`config.mk`:
```
export PLATFORM = sky130hd
export DESIGN_NAME = radix_digit_converter
export DESIGN_NICKNAME = d
export VERILOG_FILES = /design/src/rtl/core/rdc_pkg.sv /design/src/rtl/core/radix_digit_converter.sv
export SDC_FILE = /design/constraint.sdc
export NUM_CORES = 1
export LEC_CHECK = 0
export BUFFER_PORTS_ARGS = -buffer_cell sky130_fd_sc_hd__buf_2
export CELL_PAD_IN_SITES_DETAIL_PLACEMENT = 1
export CELL_PAD_IN_SITES_GLOBAL_PLACEMENT = 1
export CORE_ASPECT_RATIO = 0.7
export CORE_MARGIN = 2
export CORE_UTILIZATION = 31
export CTS_CLUSTER_DIAMETER = 80
export CTS_CLUSTER_SIZE = 28
export DETAILED_ROUTE_END_ITERATION = 8
export PLACE_DENSITY_LB_ADDON = 0.1
export SETUP_SLACK_MARGIN = 0.02
export SYNTH_ARGS = -nofsm -noshare
export SYNTH_HDL_FRONTEND = slang
export SYNTH_SLANG_ARGS = --single-unit
```
`constraint.sdc`:
```
create_clock -name clk -period 17.7 [get_ports clk]
set_clock_uncertainty 0.1 [all_clocks]
set_input_delay 2.655 -clock clk [delete_from_list [all_inputs] [get_ports clk]]
set_output_delay 2.655 -clock clk [all_outputs]
set_load 0.05 [all_outputs]
```
`src/rtl/core/rdc_pkg.sv`:
```
// rdc_pkg: shared constants, register indexes and sequencer states for the
// radix digit converter core and its checker.
// No dependencies.
package rdc_pkg;

  // Default data width of one beat
  localparam int VALUE_BITS_DEF = 31;

  // Configuration port geometry
  localparam int RADIX_W   = 4;
  localparam int CFG_IDX_W = 1;

  // Register indexes on the configuration port
  localparam logic [CFG_IDX_W-1:0] REG_RADIX     = 1'b0;
  localparam logic [CFG_IDX_W-1:0] REG_DIRECTION = 1'b1;

  // Reset values and radix clamp limits
  localparam logic [RADIX_W-1:0] RADIX_RESET = 4'd2;
  localparam logic [RADIX_W-1:0] RADIX_MIN   = 4'd2;
  localparam logic [RADIX_W-1:0] RADIX_MAX   = 4'd10;
  localparam logic [RADIX_W-1:0] DECIMAL     = 4'd10;

  // Direction codes
  localparam logic DIR_TO_DIGITS = 1'b0;
  localparam logic DIR_TO_BINARY = 1'b1;

  // Dividend bits consumed per divider cycle
  localparam int CHUNK = 8;

  // Sequencer states
  typedef enum logic [1:0] {
    ST_IDLE,
    ST_DIV,
    ST_ACC,
    ST_OUT
  } rdc_state_t;

endpackage

```
`src/rtl/core/radix_digit_converter.sv`:
```
// radix_digit_converter: top level, a small sequencer around one shared
// digit divider and one multiply-accumulate step.
// Depends on rdc_pkg.
//
// Converts one value per beat between binary and digit form (decimal digits
// standing for base-radix digits); direction 0 splits the value into base
// radix digits and weights them by powers of ten, direction 1 splits it into
// decimal digits and weights them by powers of the radix. Radix is clamped to
// 2..10. A true result above 2^VALUE_BITS-1 returns all ones with overflow set.
// The block takes one beat at a time: in_ready is low from acceptance until the
// result has been moved to the output register, which frees the input side
// while the result waits for out_ready. For each source digit, the divider
// extracts the digit in one pass over the dividend, eight dividend bits per
// cycle, and the accumulate state then weights and accumulates it; a zero
// value goes straight to the output state. Conversion stops early once
// overflow is seen. Configuration writes are taken at any edge; the mode
// is latched when a beat is accepted, so a write applies from the next beat.
module radix_digit_converter
  import rdc_pkg::*;
#(
  parameter int VALUE_BITS = VALUE_BITS_DEF
) (
  input  logic                  clk,
  input  logic                  rst_n,
  // configuration
  input  logic                  cfg_we,
  input  logic [CFG_IDX_W-1:0]  cfg_index,
  input  logic [RADIX_W-1:0]    cfg_wdata,
  // input beat
  input  logic                  in_valid,
  output logic                  in_ready,
  input  logic [VALUE_BITS-1:0] in_value,
  // result beat
  output logic                  out_valid,
  input  logic                  out_ready,
  output logic [VALUE_BITS-1:0] out_converted,
  output logic                  out_overflow
);

  localparam int PADW   = ((VALUE_BITS + CHUNK - 1) / CHUNK) * CHUNK;
  localparam int CHUNKS = PADW / CHUNK;
  localparam int CW     = (CHUNKS > 1) ? $clog2(CHUNKS) : 1;
  localparam int PW     = VALUE_BITS + RADIX_W;

  // configuration registers
  logic [RADIX_W-1:0] radix_r;
  logic               direction_r;

  // sequencer and datapath registers
  rdc_state_t          state_r, state_nxt;
  logic [PADW-1:0]       work_r, work_nxt;
  logic [RADIX_W-1:0]    rem_r, rem_nxt;
  logic [CW-1:0]         cnt_r, cnt_nxt;
  logic [RADIX_W-1:0]    src_r, src_nxt;
  logic [RADIX_W-1:0]    dst_r, dst_nxt;
  logic [VALUE_BITS-1:0] acc_r, acc_nxt;
  logic [VALUE_BITS-1:0] wgt_r, wgt_nxt;
  logic                  wbig_r, wbig_nxt;
  logic                  ovf_r, ovf_nxt;

  // output register
  logic                  out_valid_r, out_valid_nxt;
  logic [VALUE_BITS-1:0] out_conv_r, out_conv_nxt;
  logic                  out_ovf_r, out_ovf_nxt;

  // datapath intermediates
  logic [RADIX_W-1:0]    radix_k;
  logic [RADIX_W-1:0]    div_rem;
  logic [RADIX_W:0]      div_t;
  logic [CHUNK-1:0]      div_q;
  logic [PW-1:0]         prod_d;
  logic [PW-1:0]         prod_w;
  logic [VALUE_BITS:0]   acc_sum;
  logic                  ovf_acc;

  // configuration writes
  always_ff @(posedge clk) begin
    if (!rst_n) begin
      radix_r     <= RADIX_RESET;
      direction_r <= DIR_TO_DIGITS;
    end else if (cfg_we) begin
      case (cfg_index)
        REG_RADIX:     radix_r     <= cfg_wdata;
        REG_DIRECTION: direction_r <= cfg_wdata[0];
        default: ;
      endcase
    end
  end

  // radix clamped to the supported range
  always_comb begin
    if (radix_r < RADIX_MIN) begin
      radix_k = RADIX_MIN;
    end else if (radix_r > RADIX_MAX) begin
      radix_k = RADIX_MAX;
    end else begin
      radix_k = radix_r;
    end
  end

  // shared divider: eight restoring steps on the small remainder per cycle
  always_comb begin
    div_rem = rem_r;
    div_t   = '0;
    div_q   = '0;
    for (int i = 0; i < CHUNK; i++) begin
      div_t = {div_rem, work_r[PADW-1-i]};
      if (div_t >= {1'b0, src_r}) begin
        div_rem          = RADIX_W'(div_t - {1'b0, src_r});
        div_q[CHUNK-1-i] = 1'b1;
      end else begin
        div_rem = div_t[RADIX_W-1:0];
      end
    end
  end

  // digit weighting: digit times weight, weight times target base
  assign prod_d  = PW'(rem_r) * PW'(wgt_r);
  assign prod_w  = PW'(dst_r) * PW'(wgt_r);
  assign acc_sum = (VALUE_BITS+1)'(acc_r) + (VALUE_BITS+1)'(prod_d[VALUE_BITS-1:0]);

  // sequencer next state and datapath updates
  always_comb begin
    state_nxt     = state_r;
    work_nxt      = work_r;
    rem_nxt       = rem_r;
    cnt_nxt       = cnt_r;
    src_nxt       = src_r;
    dst_nxt       = dst_r;
    acc_nxt       = acc_r;
    wgt_nxt       = wgt_r;
    wbig_nxt      = wbig_r;
    ovf_nxt       = ovf_r;
    ovf_acc       = ovf_r;
    out_valid_nxt = out_valid_r && !out_ready;
    out_conv_nxt  = out_conv_r;
    out_ovf_nxt   = out_ovf_r;
    in_ready      = 1'b0;

    case (state_r)
      ST_IDLE: begin
        in_ready = 1'b1;
        if (in_valid) begin
          work_nxt = PADW'(in_value);
          rem_nxt  = '0;
          cnt_nxt  = '0;
          acc_nxt  = '0;
          wgt_nxt  = VALUE_BITS'(1);
          wbig_nxt = 1'b0;
          ovf_nxt  = 1'b0;
          if (direction_r == DIR_TO_DIGITS) begin
            src_nxt = radix_k;
            dst_nxt = DECIMAL;
          end else begin
            src_nxt = DECIMAL;
            dst_nxt = radix_k;
          end
          state_nxt = (in_value == '0) ? ST_OUT : ST_DIV;
        end
      end

      // one chunk of the dividend per cycle; quotient shifts in at the bottom
      ST_DIV: begin
        work_nxt = (work_r << CHUNK) | PADW'(div_q);
        rem_nxt  = div_rem;
        cnt_nxt  = cnt_r + CW'(1);
        if (cnt_r == CW'(CHUNKS - 1)) begin
          state_nxt = ST_ACC;
        end
      end

      // rem_r holds the digit, work_r the quotient
      ST_ACC: begin
        if (rem_r != '0 && !ovf_r) begin
          if (wbig_r || prod_d[PW-1:VALUE_BITS] != '0 || acc_sum[VALUE_BITS]) begin
            ovf_acc = 1'b1;
          end else begin
            acc_nxt = acc_sum[VALUE_BITS-1:0];
          end
        end
        ovf_nxt = ovf_acc;
        if (!wbig_r) begin
          if (prod_w[PW-1:VALUE_BITS] != '0) begin
            wbig_nxt = 1'b1;
          end else begin
            wgt_nxt = prod_w[VALUE_BITS-1:0];
          end
        end
        rem_nxt   = '0;
        cnt_nxt   = '0;
        state_nxt = (work_r == '0 || ovf_acc) ? ST_OUT : ST_DIV;
      end

      // hand the result to the output register once it is free
      ST_OUT: begin
        if (!out_valid_r || out_ready) begin
          out_valid_nxt = 1'b1;
          out_conv_nxt  = ovf_r ? '1 : acc_r;
          out_ovf_nxt   = ovf_r;
          state_nxt     = ST_IDLE;
        end
      end

      default: begin
        state_nxt = ST_IDLE;
      end
    endcase
  end

  // state register
  always_ff @(posedge clk) begin
    if (!rst_n) begin
      state_r     <= ST_IDLE;
      out_valid_r <= 1'b0;
    end else begin
      state_r     <= state_nxt;
      out_valid_r <= out_valid_nxt;
    end
  end

  // datapath registers
  always_ff @(posedge clk) begin
    work_r     <= work_nxt;
    rem_r      <= rem_nxt;
    cnt_r      <= cnt_nxt;
    src_r      <= src_nxt;
    dst_r      <= dst_nxt;
    acc_r      <= acc_nxt;
    wgt_r      <= wgt_nxt;
    wbig_r     <= wbig_nxt;
    ovf_r      <= ovf_nxt;
    out_conv_r <= out_conv_nxt;
    out_ovf_r  <= out_ovf_nxt;
  end

  assign out_valid     = out_valid_r;
  assign out_converted = out_conv_r;
  assign out_overflow  = out_ovf_r;

endmodule

```
==> flow_metrics.py <==
metrics = {
    "floorplanning": {
        "die_area_mm2": 0.05321,
        "core.rowCount": 69,
        "start_util_pct": 31.36,
        "die_h_um": 193.6,
        "fp.coreArea_mm2": 0.05076,
        "die_w_um": 274.9,
        "io_pins": 75,
    },
    "worst_setup_path": {
        "cp-start-kind": "flop",
        "cpPeakStageDelay_ns": 0.73,
        "rr_worst_depth": 67,
        "worstPathRequired_ns": 17.80,
        "crit_path_start": "src_r[1]",
        "crit_fanout": 10,
        "arrival_ns": 15.55,
        "critical_path_class": "reg -> reg",
        "r2r_setup_slack_ns": 2.25,
        "r2r_end": "rem_r[1]",
        "cp-end-kind": "flop",
        "cp_slowest_cell": "edfxtp_1",
        "timing.rr.start": "src_r[1]",
    },
    "route": {
        "viasPerCell": 5.010,
        "drt-pass1-iter-count": 5,
        "drcViolationCount": 0,
        "wl_mm": 45.91,
        "num_vias": 12440,
        "wl_per_cell_um": 18.50,
        "ant_nets": 0,
        "drtIter0Drc": 603,
    },
    "yosys": {
        "synthesis.area_mm2": 0.01592,
        "avgSynthCellArea_um2": 9.144,
        "synth_nets": 2049,
        "ys_seq_area_share_pct": 27.79,
        "synth_edf_count": 142,
        "ys_warn_count": 0,
        "ys_async_sr_fraction_pct": 0,
        "syn_inst": 1741,
        "synthDistinctLibCells": 77,
        "ys_ff_latch": 150,
        "synthFlopType": "edfxtp_1",
    },
    "worst_hold_path": {
        "hold_path_class": "reg -> reg",
        "whs_path_depth": 1,
        "hp-start": "acc_r[0]",
        "min_to": "out_converted[0]",
    },
    "clock_network": {
        "insertion_delay_ns": 0.46,
        "cts-buffers-inserted": 17,
        "cts_setup_buffers": 0,
        "cts_tree": "yes",
        "hold_buffers": 0,
        "cts_max_path_buffers": 2,
        "clock_sinks": 150,
        "cts-root-buf": "clkbuf_16",
        "ctsResizeCount": 0,
        "path_clk_slew_ns": 0.08,
        "ctsHtreeMaxLevel": 4,
    },
    "sta": {
        "rsz0062_at_grt": "false",
        "tightest_slew_ns": 1.151,
        "drv_slew": 0,
        "slew_headroom_pct": 23.25,
        "fin_ws_ns": 2.245,
        "hold_viol": 0,
        "fmax_mhz": 64.71,
        "setup_viol_count_final": 0,
        "tns_ns": 0,
        "post-route-period-util_pct": 87.31,
        "fin_crit_ns": 15.45,
    },
    "finish": {
        "diodes": 0,
        "final_cell_mix": "nand2_1 (293), inv_1 (160), ha_1 (142), edfxtp_1 (142), fa_1 (125)",
        "final_cells": 2482,
        "finalNetCount": 2103,
        "syn2layout_area_growth_pct": 10.77,
        "ff_latch_area_mm2": 0.004424,
        "layout_commonest_cell": "nand2_1",
        "fillerInstances": 5873,
        "multi_input_area_mm2": 0.01068,
        "drive_gt1_share_pct": 10.51,
    },
    "place": {
        "dp_slack_ns": 2.148,
        "hpwlAfterDp_mm": 35.24,
        "port_buffers": 74,
        "place_congestion": 0.8213,
        "placedCellCount": 2450,
    },
    "global_routing": {
        "grt.total_usage_pct": 17.89,
        "grt_first_pass_wirelength_mm": 74.52,
        "overflow": 0,
        "antenna_found_initial": 1,
        "grt_pass1_vias": 13060,
        "grt_max_degree": 56,
    },
    "outcome": {
        "outcome": "complete, no violations",
    },
    "job": {
        "maxCapViolations": 0,
    },
}
==> synthesized netlist by cell type (5+ instances only) <==
| cell type | count | area [um2] |
|---|---|---|
| or2_2 | 32 | 200.2 |
| a21o_1 | 62 | 465.5 |
| a211oi_1 | 10 | 75.07 |
| nor2_1 | 106 | 397.9 |
| nand2_1 | 293 | 1100 |
| ha_1 | 142 | 1777 |
| inv_1 | 160 | 600.6 |
| edfxtp_1 | 142 | 4264 |
| a21boi_0 | 5 | 37.54 |
| nor3_1 | 29 | 145.1 |
| nand2b_1 | 28 | 175.2 |
| clkbuf_1 | 47 | 176.4 |
| fa_1 | 125 | 2502 |
| nand3_1 | 14 | 70.07 |
| o21a_1 | 9 | 67.56 |
| o21bai_1 | 12 | 90.09 |
| dfxtp_1 | 8 | 160.2 |
| nor2_2 | 5 | 31.28 |
| xor2_1 | 40 | 350.3 |
| a31oi_1 | 12 | 75.07 |
| and2_1 | 99 | 619.3 |
| nor4_1 | 16 | 100.1 |
| and3_1 | 7 | 43.79 |
| o21ai_0 | 54 | 270.3 |
| or3_1 | 5 | 31.28 |
| mux2i_1 | 14 | 140.1 |
| xnor2_1 | 54 | 473.0 |
| a21oi_1 | 84 | 420.4 |
| nor2b_1 | 21 | 131.4 |
| a211o_1 | 5 | 43.79 |
| o31ai_1 | 5 | 37.54 |
| nand4_1 | 13 | 81.33 |
| mux2_2 | 5 | 56.30 |
==> critical path, delay by kind of cell (launching register included) <==
| family | cells | cell delay (ns) |
|---|---|---|
| compound gates | 30 | 5.88 |
| simple gates | 15 | 2.65 |
| mux | 8 | 2.63 |
| fa+ha+maj | 8 | 2.34 |
| buf+inv | 6 | 0.86 |
| flops | 1 | 0.73 |
==> worst max-delay path by stage <==
stage,end,depth (start not counted)
finish,rem_r[1],67
detailed placement,rem_r[3],67
global route,rem_r[1],67
global placement,rem_r[3],67
floorplan,rem_r[1],68
CTS,rem_r[1],67
==> area by class of cell <==
| cell class | count | share of cell area, % |
|---|---|---|
| multi-input cells | 1377 | 60.59 |
| clock inverters | 14 | 0.9012 |
| flip-flops and latches | 150 | 25.09 |
| repair buffers | 89 | 2.739 |
| inverters | 160 | 3.406 |
| clock buffers | 18 | 2.491 |
| well taps | 674 | 4.783 |
==> cell families after synthesis <==
logic type / share of synthesized area (%)
AND/OR/NAND/NOR: 20.51
AO/OA/AOI/OAI: 12.80
adder cells (fa/ha/maj): 26.88
buffers and inverters: 5.203
flip-flops: 27.79
XOR/XNOR: 5.172
multiplexers: 1.650
==> per-layer routing <==
layer / up-vias / global-route usage, % / routed length, um
met5: - / 0 / 0
met4: 0 / 3.604 / 404
met3: 24 / 1.949 / 1099
met2: 126 / 25.94 / 19220
met1: 6271 / 28.30 / 25180
li1: 6014 / - / -
==> metrics by stage <==
stage / hold WS, ns / cell area, um2 / util [%]
2_1_floorplan: 0.3804 / 15920 / -
3_3_place_gp: 0.4200 / 17040 / 33.56
3_5_place_dp: 0.4352 / 17040 / 33.56
4_1_cts: 0.4527 / 17630 / 34.74
5_1_grt: 0.4754 / 17630 / 34.74
6_report: 0.4466 / 17630 / 34.74
==> state kept, by name, indices dropped and copies added (netlist names), 2 cells and up <==
signal,count
acc_r,31
cnt_r,2
dst_r,4
out_converted,31
radix_r,4
rem_r,4
src_r,4
state_r,2
wgt_r,31
work_r,32
Power is not shown: default switching activity piles up to over one toggle a cycle in this logic, so the estimate is an artifact.
